## src/rtl/core/bdq_pkg.sv

```systemverilog
`timescale 1ns / 1ps
// ----------------------------------------------------------------------------
// bdq_pkg
// Shared types, sizes and codes for the bounded deque with match count.
// ----------------------------------------------------------------------------
package bdq_pkg;

  // Ring size and word width
  localparam int DEPTH      = 16;
  localparam int DATA_WIDTH = 32;
  localparam int ADDR_W     = (DEPTH > 1) ? $clog2(DEPTH) : 1;
  localparam int CNT_W      = $clog2(DEPTH + 1);
  localparam int SUM_W      = CNT_W + 1;

  // Operation codes
  typedef enum logic [2:0] {
    OP_PUSH_FRONT = 3'd0,
    OP_PUSH_BACK  = 3'd1,
    OP_POP_FRONT  = 3'd2,
    OP_POP_BACK   = 3'd3,
    OP_COUNT      = 3'd4
  } bdq_op_t;

  // Result status codes
  typedef enum logic [1:0] {
    STAT_OK    = 2'd0,
    STAT_EMPTY = 2'd1,
    STAT_FULL  = 2'd2
  } bdq_status_t;

  typedef struct packed {
    logic [2:0]                   op;
    logic signed [DATA_WIDTH-1:0] value_in;
  } bdq_in_t;

  typedef struct packed {
    logic signed [DATA_WIDTH-1:0] value_out;
    logic [CNT_W-1:0]             match_count;
    logic [CNT_W-1:0]             fill_level;
    logic [1:0]                   status;
  } bdq_out_t;

  // Ring position: (base + off) wrapped into the ring
  function automatic logic [ADDR_W-1:0] ring_pos(input logic [ADDR_W-1:0] base,
                                                 input logic [CNT_W-1:0]  off);
    logic [SUM_W-1:0] sum;
    sum = SUM_W'(base) + SUM_W'(off);
    if (sum >= SUM_W'(DEPTH)) begin
      sum = sum - SUM_W'(DEPTH);
    end
    return sum[ADDR_W-1:0];
  endfunction

endpackage

```

## src/rtl/core/bounded_deque_with_match_count.sv

```systemverilog
`timescale 1ns / 1ps
// ----------------------------------------------------------------------------
// bounded_deque_with_match_count
// Bounded double-ended queue of signed words in a RAM ring, with a match counter.
// ----------------------------------------------------------------------------
//
//   channel | direction | handshake            | payload
//   --------+-----------+----------------------+---------------------------
//   in      | input     | in_valid / in_ready  | in_data  (bdq_in_t)
//   out     | output    | out_valid / out_ready| out_data (bdq_out_t)
//
// Steps: a push writes the RAM and posts; a pop reads the RAM, then posts; a count
// reads one RAM word per stored entry, then posts. Unused op codes and rejected
// pushes or pops go straight to posting. One beat is worked on at a time.
// Reset: synchronous, active low; clears front index, fill count and control.
// The RAM is not cleared; only pushed entries are ever read.
// Stalls: a finished result waits in its own register while a new beat is taken.
// ----------------------------------------------------------------------------
module bounded_deque_with_match_count
  import bdq_pkg::*;
(
  input  logic     clk,
  input  logic     rst_n,
  input  logic     in_valid,
  output logic     in_ready,
  input  bdq_in_t  in_data,
  output logic     out_valid,
  input  logic     out_ready,
  output bdq_out_t out_data
);

  typedef enum logic [3:0] {
    S_IDLE = 4'b0001,
    S_READ = 4'b0010,
    S_SCAN = 4'b0100,
    S_POST = 4'b1000
  } state_t;

  state_t                  st_r, st_nxt;
  logic [ADDR_W-1:0]       front_r, front_nxt;
  logic [CNT_W-1:0]        fill_r, fill_nxt;
  logic [CNT_W-1:0]        idx_r, idx_nxt;
  logic [CNT_W-1:0]        match_r, match_nxt;
  logic [DATA_WIDTH-1:0]   value_r, value_nxt;
  bdq_out_t                res_r, res_nxt;
  logic                    out_valid_r, out_valid_nxt;
  bdq_out_t                out_data_r, out_data_nxt;

  logic                    wr_en;
  logic [ADDR_W-1:0]       wr_addr;
  logic                    rd_en;
  logic [ADDR_W-1:0]       rd_addr;
  logic [DATA_WIDTH-1:0]   rd_data;
  logic                    in_fire;
  logic                    out_free;
  logic                    is_full;
  logic                    is_empty;
  logic [ADDR_W-1:0]       front_dec;
  logic [CNT_W-1:0]        match_sum;

  // Entry storage
  bdq_ram #(
    .DEPTH_P (DEPTH),
    .WIDTH_P (DATA_WIDTH),
    .ADDR_P  (ADDR_W)
  ) u_ram (
    .clk     (clk),
    .wr_en   (wr_en),
    .wr_addr (wr_addr),
    .wr_data (in_data.value_in),
    .rd_en   (rd_en),
    .rd_addr (rd_addr),
    .rd_data (rd_data)
  );

  assign in_ready  = (st_r == S_IDLE);
  assign in_fire   = in_valid && in_ready;
  assign out_free  = !out_valid_r || out_ready;
  assign is_full   = (fill_r >= CNT_W'(DEPTH));
  assign is_empty  = (fill_r == '0);
  assign front_dec = (front_r == '0) ? ADDR_W'(DEPTH - 1) : front_r - 1'b1;
  assign match_sum = match_r + CNT_W'(rd_data == value_r);

  // Sequence one beat: decode, RAM access, scan, post result
  always_comb begin
    st_nxt    = st_r;
    front_nxt = front_r;
    fill_nxt  = fill_r;
    idx_nxt   = idx_r;
    match_nxt = match_r;
    value_nxt = value_r;
    res_nxt   = res_r;
    wr_en     = 1'b0;
    wr_addr   = front_r;
    rd_en     = 1'b0;
    rd_addr   = front_r;

    unique case (st_r)
      S_IDLE: begin
        if (in_fire) begin
          res_nxt.value_out   = '0;
          res_nxt.match_count = '0;
          res_nxt.fill_level  = fill_r;
          res_nxt.status      = STAT_OK;
          st_nxt              = S_POST;
          unique case (in_data.op)
            OP_PUSH_FRONT: begin
              if (is_full) begin
                res_nxt.status = STAT_FULL;
              end else begin
                wr_en              = 1'b1;
                wr_addr            = front_dec;
                front_nxt          = front_dec;
                fill_nxt           = fill_r + 1'b1;
                res_nxt.fill_level = fill_r + 1'b1;
              end
            end
            OP_PUSH_BACK: begin
              if (is_full) begin
                res_nxt.status = STAT_FULL;
              end else begin
                wr_en              = 1'b1;
                wr_addr            = ring_pos(front_r, fill_r);
                fill_nxt           = fill_r + 1'b1;
                res_nxt.fill_level = fill_r + 1'b1;
              end
            end
            OP_POP_FRONT: begin
              if (is_empty) begin
                res_nxt.status = STAT_EMPTY;
              end else begin
                rd_en              = 1'b1;
                rd_addr            = front_r;
                front_nxt          = ring_pos(front_r, CNT_W'(1));
                fill_nxt           = fill_r - 1'b1;
                res_nxt.fill_level = fill_r - 1'b1;
                st_nxt             = S_READ;
              end
            end
            OP_POP_BACK: begin
              if (is_empty) begin
                res_nxt.status = STAT_EMPTY;
              end else begin
                rd_en              = 1'b1;
                rd_addr            = ring_pos(front_r, fill_r - 1'b1);
                fill_nxt           = fill_r - 1'b1;
                res_nxt.fill_level = fill_r - 1'b1;
                st_nxt             = S_READ;
              end
            end
            OP_COUNT: begin
              value_nxt = in_data.value_in;
              if (!is_empty) begin
                rd_en     = 1'b1;
                rd_addr   = front_r;
                idx_nxt   = CNT_W'(1);
                match_nxt = '0;
                st_nxt    = S_SCAN;
              end
            end
            default: begin
            end
          endcase
        end
      end
      S_READ: begin
        res_nxt.value_out = rd_data;
        st_nxt            = S_POST;
      end
      S_SCAN: begin
        // Compare the word just read, then fetch the next one until all are scanned
        if (idx_r == fill_r) begin
          res_nxt.match_count = match_sum;
          st_nxt              = S_POST;
        end else begin
          match_nxt = match_sum;
          rd_en     = 1'b1;
          rd_addr   = ring_pos(front_r, idx_r);
          idx_nxt   = idx_r + 1'b1;
        end
      end
      S_POST: begin
        if (out_free) begin
          st_nxt = S_IDLE;
        end
      end
      default: begin
        st_nxt = S_IDLE;
      end
    endcase
  end

  // Output register: load the posted result, drop it once taken
  always_comb begin
    out_valid_nxt = out_valid_r;
    out_data_nxt  = out_data_r;
    if (out_valid_r && out_ready) begin
      out_valid_nxt = 1'b0;
    end
    if (st_r == S_POST && out_free) begin
      out_valid_nxt = 1'b1;
      out_data_nxt  = res_r;
    end
  end

  // Control state
  always_ff @(posedge clk) begin
    if (!rst_n) begin
      st_r        <= S_IDLE;
      front_r     <= '0;
      fill_r      <= '0;
      idx_r       <= '0;
      match_r     <= '0;
      out_valid_r <= 1'b0;
    end else begin
      st_r        <= st_nxt;
      front_r     <= front_nxt;
      fill_r      <= fill_nxt;
      idx_r       <= idx_nxt;
      match_r     <= match_nxt;
      out_valid_r <= out_valid_nxt;
    end
  end

  // Payload registers
  always_ff @(posedge clk) begin
    value_r    <= value_nxt;
    res_r      <= res_nxt;
    out_data_r <= out_data_nxt;
  end

  assign out_valid = out_valid_r;
  assign out_data  = out_data_r;

endmodule

```

## src/rtl/core/bdq_ram.sv

```systemverilog
`timescale 1ns / 1ps
// ----------------------------------------------------------------------------
// bdq_ram
// Simple dual-port RAM: one write port, one read port, registered read data.
// ----------------------------------------------------------------------------
module bdq_ram #(
  parameter int DEPTH_P = 16,
  parameter int WIDTH_P = 32,
  parameter int ADDR_P  = 4
) (
  input  logic               clk,
  input  logic               wr_en,
  input  logic [ADDR_P-1:0]  wr_addr,
  input  logic [WIDTH_P-1:0] wr_data,
  input  logic               rd_en,
  input  logic [ADDR_P-1:0]  rd_addr,
  output logic [WIDTH_P-1:0] rd_data
);

  logic [WIDTH_P-1:0] mem [DEPTH_P];
  logic [WIDTH_P-1:0] rd_data_r;

  // Write port
  always_ff @(posedge clk) begin
    if (wr_en) begin
      mem[wr_addr] <= wr_data;
    end
  end

  // Read port, registered read data
  always_ff @(posedge clk) begin
    if (rd_en) begin
      rd_data_r <= mem[rd_addr];
    end
  end

  assign rd_data = rd_data_r;

endmodule

```

## config.mk

```make
export PLATFORM = sky130hd
export DESIGN_NAME = bounded_deque_with_match_count
export DESIGN_NICKNAME = d
export VERILOG_FILES = /design/src/rtl/core/bdq_pkg.sv /design/src/rtl/core/bounded_deque_with_match_count.sv /design/src/rtl/core/bdq_ram.sv
export SDC_FILE = /design/constraint.sdc
export NUM_CORES = 1
export LEC_CHECK = 0
export ABC_AREA = 1
export BUFFER_PORTS_ARGS = -buffer_cell sky130_fd_sc_hd__buf_4
export CORE_MARGIN = 2
export CORE_UTILIZATION = 50
export CTS_BUF_LIST = sky130_fd_sc_hd__clkbuf_4
export DETAILED_ROUTE_END_ITERATION = 8
export GPL_ROUTABILITY_DRIVEN = 1
export HOLD_SLACK_MARGIN = 0.08
export PLACE_DENSITY = 0.66
export REMOVE_ABC_BUFFERS = 1
export SETUP_SLACK_MARGIN = 0.3
export SLEW_MARGIN = 20
export SYNTH_ARGS = -nofsm -noshare
export SYNTH_HDL_FRONTEND = slang
export SYNTH_HIERARCHICAL = 1
export SYNTH_SLANG_ARGS = --single-unit
```

## constraint.sdc

```tcl
create_clock -name clk -period 7.45 [get_ports clk]
set_input_delay 0.745 -clock clk [delete_from_list [all_inputs] [get_ports clk]]
set_output_delay 0.745 -clock clk [all_outputs]
set_load 0.02 [all_outputs]
```

==> flow_summary.yaml, run 1 <==
grt:
  grt.met3_usage: 0.0517
  grt_max_degree: 179
  grt_usage: 0.246
  grt_pass1_wl_mm: 112
  top_usage_layer: "met2"
  grt_use_met2: 0.390
  met1_usage: 0.333
  antenna_found_initial: 5
  grt_pass1_vias: 19483
  overflow: 0
clocking:
  ctsResizeCount: 0
  tritoncts: "built"
  cts_setup_buffers: 0
  cts_buffer_depth: 3
  root_buffer: "clkbuf_4"
  cts_made_buffers: 175
  clk_pin_slew_ns: 0.06
  clock_latency_ns: 1.02
  h-tree-depth: 4
  cts.sinks: 688
drt:
  first_pass_iters: 6
  drt-wirelength-per-cell_um: 19.0
  drc: 0
  drtAntennaViolNets: 0
  drtIter0Drc: 1996
  wirelength_mm: 73.3
  via_count: 20101
  routed_via_density: 5.20
placed_design:
  place_congestion: 0.856
  place_area_sq_mm: 0.0309
  dp_hpwl_mm: 37.2
  port_buffers: 84
sta:
  fin_crit_ns: 5.00
  drv_slew: 0
  post-route-period-util: 0.671
  tightest_slew_ns: 1.09
  clock_skew_ns: 0.0788
  report.final.hold_viol_count: 0
  rsz0062_at_grt: "false"
  setup_viol: 0
  relSlewSlack: 0.272
  fmax_ghz: 0.200
power:
  p_leak_nw: 14.1
  powerDensity_mw_per_mm2: 258
  report.power.total_w: 0.00869
  ir_worst_vdd_v: 0.000164
worst_setup_path:
  crit_start: "fill_r[4]"
  rr_startpoint: "fill_r[4]"
  cp_max_fo: 123
  start_kind: "register"
  arrival_ns: 5.71
  crit_required_ns: 8.17
  cp-end-kind: "register"
  timing_worst_setup_path_type: "reg2reg"
finish:
  regArea_sq_mm: 0.0204
  fillers: 4844
  final_common_cell: "nand2_1"
  nets: 3015
  layout_common_cells: "nand2_1, edfxtp_1, inv_1"
  multiInputGateArea_sq_mm: 0.00689
  design_area_sq_mm: 0.0336
  drive_above_1_share: 0.139
  syn_to_final_growth_pct: 13.3
floorplanning:
  initial_utilization: 0.504
  coreArea_sq_mm: 0.0589
  fp.dieH_um: 248
  rows: 89
  die_w_um: 248
  dieArea_sq_mm: 0.0613
  ioPinCount: 85
synth:
  synth_top_area_cell: "edfxtp_1"
  netlist_instances: 2747
  yosysWarningCount: 6
  synth_top_cells_by_area: "edfxtp_1, nand2_1, nand3_1"
  synth_top_area_share: 0.672
  ys_types: 40
  synth_seq_cells: 688
  ys_seq_area_frac: 0.688
  avgSynthCellArea_sq_um: 10.8
  synth_area_sq_mm: 0.0297
outcome:
  status: "finished clean"
hold_path:
  min_path_type: "in2reg"
  min-delay-start: "in_data[33]"
job:
  max-cap-violations: 0
==> logic make-up (layout without fill, tap and decap cells) <==
logic type	Yosys count	after routing	synth area share
other	0	3	0
AOI/OAI and AO/OA	55	55	0.0101
muxes	1	1	0.000337
buffers and inverters	590	934	0.0862
DFF	688	688	0.688
xor gates and xnor gates	48	48	0.0142
adders and majority gates	19	19	0.00877
and+or+nand+nor	1346	1346	0.193
==> flip-flops by register name (all words and copies together) (netlist names) <==
register       count
value_r           32
idx_r              5
u_ram/rd_data     32
res_r             44
u_ram/mem        512
front_r            4
st_r               4
fill_r             5
out_valid          1
match_r            5
out_data          44
==> final timing paths <==
path | slack [ns] | depth (start not counted) | to
worst min register to register | 0.37 | 0 | out_data[3]
worst max-delay path | 2.45 | 14 | u_ram/rd_data[22]
worst min-delay path | 0.30 | 4 | res_r[1]
worst max register to register | 2.45 | 14 | u_ram/rd_data[22]
==> Yosys cell counts, drive strengths merged <==
| library cell | instances |
|---|---|
| nand2 | 779 |
| edfxtp | 664 |
| inv | 469 |
| nand3 | 441 |
| nor2 | 107 |
| buf | 100 |
| xnor2 | 37 |
| dfxtp | 24 |
| a21oi | 23 |
| o21ai | 22 |
| clkbuf | 19 |
| ha | 16 |
| xor2 | 11 |
| nand4 | 10 |
| o211ai | 5 |
| nor3 | 4 |
| fa | 3 |
| clkinv | 2 |
| nand3b | 2 |
| o21bai | 2 |
| or2 | 2 |
| a22oi | 1 |
| a31oi | 1 |
| mux2i | 1 |
| nor4 | 1 |
| o221ai | 1 |
==> stage by stage <==
stage | TNS (ns) | hold WS [ns] | instances | utilization | setup WS (ns)
after floorplan | -47.36 | 0.400 | 2628 | - | -1.49
after global placement | 0 | 0.402 | 3515 | 0.525 | 2.72
after detailed placement | 0 | 0.405 | 3515 | 0.525 | 2.68
after CTS | 0 | 0.166 | 3864 | 0.571 | 2.61
after global routing | 0 | 0.248 | 3867 | 0.571 | 2.11
final | 0 | 0.297 | 3867 | 0.571 | 2.45
==> final cells by class <==
cell class / count / area share
Multi-Input combinational cell: 1469 / 0.205
Inverter: 471 / 0.0531
Timing Repair Buffer: 152 / 0.0375
Clock buffer: 239 / 0.0533
Tap cell: 773 / 0.0288
Antenna cell: 3 / 0.000223
Sequential cell: 688 / 0.607
Clock inverter: 72 / 0.0154
==> where the power goes <==
group	switching (W)	internal, W
sequential	0.0000526	0.00438
combinational	0.000679	0.000289
clock	0.00152	0.00177
total	0.00225	0.00644
==> worst max-delay path, stage by stage (launching register included) <==
cell	delay (ns)
dfxtp_1	0.77
inv_2	0.30
nand3_1	0.26
nand2_1	0.18
nor2_2	0.25
o21ai_0	0.14
nand2_1	0.14
nand2_4	0.49
inv_6	0.98
buf_4	0.56
nand2_1	0.12
nand3_1	0.11
nand3_1	0.10
nand3_1	0.11
nand2_1	0.07
==> per-layer routing <==
metal | up-vias | share of wire
met5 | - | 0.00033
met4 | 4 | 0.027
met3 | 160 | 0.088
met2 | 898 | 0.47
met1 | 9523 | 0.41
li1 | 9516 | -
==> timing repair <==
action | CTS | global route
setup endpoints to repair | 0 | 0
hold endpoints to repair | 559 | 0
hold buffers | 38 | 0
(Power assumes the default switching activity.)
==> run 2, diff against run 1 <==
- PLACE_DENSITY: 0.66 -> 0.69
- clock period: 7.45 -> 4.3 ns (I/O delays scaled with it)
==> run 2 against run 1 <==
Critical path depth unchanged. Design area up 0.45%. Sequential power up 73%. Critical path type unchanged. Sequential share of layout area down 0.27 points. Clock power up 64%. Die area unchanged. Register-to-register slack worse by 1.9 ns. Highest routed layer unchanged. First-iteration DRC count down 8.0%. Utilization up 0.26 points. Count of clock-buffer cells in the layout down 1. Wire length down 2.2%. Fmax up 35%.
==> flow_summary.yaml, run 2 (synthesized netlist as in run 1, its figures left out) <==
outcome:
  status: "finished clean"
drt:
  drc: 0
  routedLengthMet1_mm: 29.9
  routed_via_density: 5.20
  wl_met2_mm: 34.2
  met3WireLength_mm: 5.65
  route.top_layer_used: "met5"
  first_pass_iters: 6
  via_count: 20079
  drt-wirelength-per-cell_um: 18.6
  wirelength_mm: 71.7
  drtAntennaViolNets: 0
  drtIter0Drc: 1836
worst_setup_path:
  slowest_stage: "dfxtp_1"
  reg2reg_slack_ns: 0.59
  rr_startpoint: "fill_r[4]"
  cp-end-kind: "register"
  arrival_ns: 4.42
  slowest_delay_ns: 0.65
  crit_start: "fill_r[4]"
  worst_path_most_repeated_cell: "nand2_1"
  start_kind: "register"
  rr_worst_depth: 14
  crit_required_ns: 5.01
  cp_max_fo: 188
  reg2reg_to: "u_ram/rd_data[21]"
  timing_worst_setup_path_type: "reg2reg"
  cp_cell_sequence: "inv_2, nand2_1, nand2_1, nor2_4, nand4_1, o21ai_0, nand2_1, nand2_4, buf_12, nand2_1, nand3_1, nand3_1, nand3_1, nand2_1"
power:
  netSwitchingPower_w: 0.00385
  p_comb_frac: 0.117
  clockPowerShare: 0.365
  powerDensity_mw_per_mm2: 439
  ir_worst_vdd_v: 0.000292
  p_int_w: 0.0110
  seq_power_share: 0.518
  p_leak_nw: 14.1
  switching_share: 0.260
clocking:
  h-tree-depth: 4
  clock_latency_ns: 1.00
  clk_pin_slew_ns: 0.07
  root_buffer: "clkbuf_4"
  tritoncts: "built"
  cts.sinks: 688
  cts_made_buffers: 173
  cts_buffer_depth: 3
floorplanning:
  coreArea_sq_mm: 0.0589
  rows: 89
  fp.dieH_um: 248
  die_w_um: 248
  initial_utilization: 0.504
  dieArea_sq_mm: 0.0613
  ioPinCount: 85
sta:
  report.final.hold_viol_count: 0
  relSlewSlack: 0.294
  tightest_slew_ns: 1.06
  drv_slew: 0
  clock_skew_ns: 0.0676
  tns_ns: 0
  fmax_ghz: 0.269
  post-route-period-util: 0.863
  fin_crit_ns: 3.71
  setup_viol: 0
  fin_hold_ws_ns: 0.295
  rsz0062_at_grt: "false"
finish:
  top_register: "u_ram/mem"
  drive_above_1_share: 0.138
  final_common_cell: "nand2_1"
  syn_to_final_growth_pct: 13.8
  nets: 3025
  largest_reg_flops: 512
  fillers: 4807
  layout_common_cells: "nand2_1, edfxtp_1, inv_1"
  stdcell_count: 3862
  design_area_sq_mm: 0.0338
hold_path:
  min-delay-start: "in_data[9]"
  min_to: "u_ram/mem[5][9]"
  holdPathStages: 2
  min_path_type: "in2reg"
grt:
  antenna_found_initial: 3
  grt_pass1_wl_mm: 109
  grt_pass1_vias: 19560
  grt_max_degree: 189
  overflow: 0
  grt_usage: 0.238
placed_design:
  place_area_sq_mm: 0.0312
  port_buffers: 84
  dp_hpwl_mm: 38.3
  dp.cells: 3522
  place_congestion: 0.859
job:
  max-cap-violations: 0
==> run 2: cell type report <==
cell class	count	area, sq um	area share
Timing Repair Buffer	164	1580	0.0468
Clock buffer	238	1790	0.0529
Inverter	471	1780	0.0527
Clock inverter	58	369	0.0109
Tap cell	773	967	0.0286
Antenna cell	1	2.50	0.0000741
Sequential cell	688	20400	0.604
Multi-Input combinational cell	1469	6890	0.204
==> run 2: worst max-delay path by stage <==
stage | slack (ns) | depth (start not counted) | to
6_report | 0.59 | 14 | u_ram/rd_data[21]
5_1_grt | 0.31 | 14 | u_ram/rd_data[2]
4_1_cts | 0.67 | 15 | u_ram/rd_data[21]
3_5_place_dp | 0.67 | 14 | u_ram/rd_data[21]
3_3_place_gp | 0.80 | 14 | u_ram/rd_data[29]
2_1_floorplan | -4.55 | 15 | u_ram/rd_data[10]
==> run 2: per-layer routing <==
metal,global-route usage,up-vias
met5,0,-
met4,0.103,4
met3,0.0523,165
met2,0.383,846
met1,0.314,9534
li1,-,9530
==> run 2: power groups by stage <==
stage / combinational (W) / clock, W / sequential, W
2_1_floorplan: 0.00107 / 0 / 0.00785
3_3_place_gp: 0.00164 / 0 / 0.00782
3_5_place_dp: 0.00168 / 0 / 0.00783
4_1_cts: 0.00172 / 0.00554 / 0.00768
6_report: 0.00173 / 0.00540 / 0.00768
5_1_grt: 0.00190 / 0.00587 / 0.00770
==> run 2: what timing repair did <==
action | CTS | global route
hold buffers | 43 | 0
endpoints found under the hold margin | 581 | 0
setup endpoints to repair | 0 | 1
resized for setup | 0 | 1
setup buffers | 0 | 0
==> run 2: critical path, delay by kind of cell, from the launching register on <==
kind	cells	cell delay, ns
AND/OR/NAND/NOR	11	1.57
AO/OA/AOI/OAI	1	0.20
flip-flops	1	0.65
buffers and inverters	2	0.90
==> run 2: metrics by stage <==
step | worst slack [ns] | util | total power, W
3_5_place_dp | 0.674 | 0.530 | 0.00951
5_1_grt | 0.312 | 0.574 | 0.0155
4_1_cts | 0.669 | 0.574 | 0.0149
2_1_floorplan | -4.55 | - | 0.00892
6_report | 0.589 | 0.574 | 0.0148
3_3_place_gp | 0.802 | 0.530 | 0.00946
==> run 3, diff against run 2 <==
- ABC_AREA: 1 -> not set
==> run 3 against run 2 <==
Die area shrank 10%. Critical endpoint is now u_ram/mem[10][14]. Worst setup slack lost 0.035 ns. Largest cell class unchanged. Synthesized area shrank 11%.
==> flow_summary.yaml, run 3 <==
hold_path:
  min_path_type: "in2reg"
sta:
  fmax_ghz: 0.267
  clock_skew_ns: 0.0599
  tightest_slew_ns: 0.843
  fin_hold_ws_ns: 0.262
  post-route-period-util: 0.871
  relSlewSlack: 0.438
  rsz0062_at_grt: "false"
  setup_viol: 0
  fin_crit_ns: 3.75
  report.final.hold_viol_count: 0
  setup_ws_ns: 0.554
  drv_slew: 0
placed_design:
  dp_slack_ns: 0.405
  place_congestion: 0.810
  port_buffers: 84
  dp_hpwl_mm: 33.6
  place_area_sq_mm: 0.0286
worst_setup_path:
  cp-end-kind: "register"
  timing_worst_setup_path_type: "reg2reg"
  slowest_stage: "or4b_4"
  crit_required_ns: 4.92
  crit_family: "simple AND/OR/NAND/NOR gates"
  critPathBufInv: 4
  slowest_delay_ns: 0.56
  cp_cell_sequence: "or4b_4, inv_1, nand2_1, inv_1, nand2_1, or4_1, o21ai_0, buf_4, nand2b_1, nor2_4, buf_4"
  start_kind: "register"
  arrival_ns: 4.37
  cp_max_fo: 20
synth:
  synthAdderAreaFrac: 0.00980
  netlist_instances: 1332
  synthArstFlopShare: 0
  yosysWarningCount: 6
  synth.most_common_cell: "edfxtp_1"
  synth_top_family_by_area: "multiplexers"
  synthTopCellsByCount: "edfxtp_1, mux4_2, a22oi_1"
  synth_top_area_cell: "edfxtp_1"
  synth_seq_cells: 688
  ys_types: 58
  yosys.area_share.simple: 0.0433
  synth_area_sq_mm: 0.0266
  ys_seq_area_frac: 0.769
  synth_compound_area_frac: 0.0372
  synth_top_cells_by_area: "edfxtp_1, mux4_2, a22oi_1"
  synth_top_area_share: 0.751
  synth-xor-area-share: 0.0175
  synth_edf_count: 664
  synth-main-ff-cell: "edfxtp_1"
  synth.area.mux_share: 0.110
  avgSynthCellArea_sq_um: 19.9
drt:
  drc: 0
  first_pass_iters: 5
  via_count: 14101
  routed_via_density: 5.76
  drtIter0Drc: 1456
  wirelength_mm: 60.5
  drtAntennaViolNets: 0
  drt-wirelength-per-cell_um: 24.7
finish:
  largest_reg_flops: 512
  design_area_sq_mm: 0.0313
  top_register: "u_ram/mem"
  nets: 1694
  drive_above_1_share: 0.332
  final_common_cell: "edfxtp_1"
  fillers: 3875
  layout_common_cells: "edfxtp_1, clkbuf_4, buf_4"
  syn_to_final_growth_pct: 17.8
power:
  p_leak_nw: 10.4
  powerDensity_mw_per_mm2: 444
  ir_worst_vdd_v: 0.000298
clocking:
  clock_latency_ns: 1.03
  cts.sinks: 688
  root_buffer: "clkbuf_4"
  clk_pin_slew_ns: 0.08
  h-tree-depth: 4
  cts_made_buffers: 169
  tritoncts: "built"
  cts_buffer_depth: 3
floorplanning:
  dieArea_sq_mm: 0.0550
  fp.dieH_um: 234
  initial_utilization: 0.505
  die_w_um: 234
  ioPinCount: 85
  coreArea_sq_mm: 0.0526
  rows: 84
job:
  max-cap-violations: 0
grt:
  grt_max_degree: 60
  grt_usage: 0.230
  overflow: 0
  grt_pass1_wl_mm: 89.3
  antenna_found_initial: 1
  grt_pass1_vias: 14606
outcome:
  status: "finished clean"
-- run 3: cell count changes after synthesis, moves of 10 or more --
cell / change
a22oi_1: +67
and2_1: +36
buf_2: -41
buf_6: -30
clkbuf_1: +17
inv_1: -449
mux4_2: +128
nand2_1: -728
nand3_1: -429
nor2_1: -50
nor4_1: +10
xnor2_1: -24
xor2_1: +29
-- run 3: final timing paths --
| path | from | to | slack [ns] | cells past startpoint |
|---|---|---|---|---|
| setup / recovery | st_r[2] | u_ram/mem[10][14] | 0.55 | 11 |
| hold / removal | in_data[30] | u_ram/mem[14][30] | 0.26 | 2 |
| setup reg to reg | st_r[2] | u_ram/mem[10][14] | 0.55 | 11 |
| hold reg to reg | res_r[16] | out_data[16] | 0.40 | 0 |
-- run 3: final cells by class --
type,count,area (sq um),area share
Antenna cell,1,2.50,0.0000800
Clock buffer,238,1790,0.0571
Clock inverter,55,377,0.0120
Inverter,14,52.6,0.00168
Multi-Input combinational cell,564,5970,0.191
Sequential cell,688,20400,0.652
Tap cell,688,861,0.0275
Timing Repair Buffer,199,1820,0.0583
-- run 3: worst reg2reg max path: cells and delay by family, from the launching register on --
family	cells	cell delay, ns
DFF	1	0.38
and+or+nand+nor	6	1.89
buffers and inverters	4	0.95
AOI/OAI and AO/OA	1	0.15
-- run 3: cells by family after synthesis --
group	after synthesis
xor gates and xnor gates	53
and+or+nand+nor	218
adders and majority gates	19
AOI/OAI and AO/OA	142
DFF	688
muxes	132
buffers and inverters	80
-- run 3: stage by stage --
| stage | setup TNS, ns | power, W | instances | util |
|---|---|---|---|---|
| 6_report | 0 | 0.0139 | 2447 | 0.596 |
| 5_1_grt | 0 | 0.0145 | 2447 | 0.596 |
| 4_1_cts | 0 | 0.0141 | 2435 | 0.594 |
| 3_5_place_dp | 0 | 0.00863 | 2101 | 0.545 |
| 3_3_place_gp | 0 | 0.00861 | 2101 | 0.545 |
| 2_1_floorplan | -247.47 | 0.00827 | 1266 | - |
-- run 3: routing by layer --
| layer | track usage | up-vias | share of wire |
|---|---|---|---|
| met2 | 0.368 | 618 | 0.49 |
| met5 | 0 | - | 0 |
| met3 | 0.0532 | 103 | 0.078 |
| met4 | 0.0987 | 0 | 0.024 |
| li1 | - | 6136 | - |
| met1 | 0.305 | 7244 | 0.41 |
-- run 3: repair_timing --
item / 4_1_cts / 5_1_grt
gates resized for setup: 0 / 6
hold endpoints to repair: 575 / 0
endpoints found under the setup margin: 0 / 194
hold buffers: 41 / 0
buffers inserted: 0 / 11
-- run 3: power by group --
part	switching, W	internal [W]	total [W]
Clock	0.00253	0.00286	0.00539
Combinational	0.000550	0.000393	0.000943
Sequential	0.0000560	0.00751	0.00757
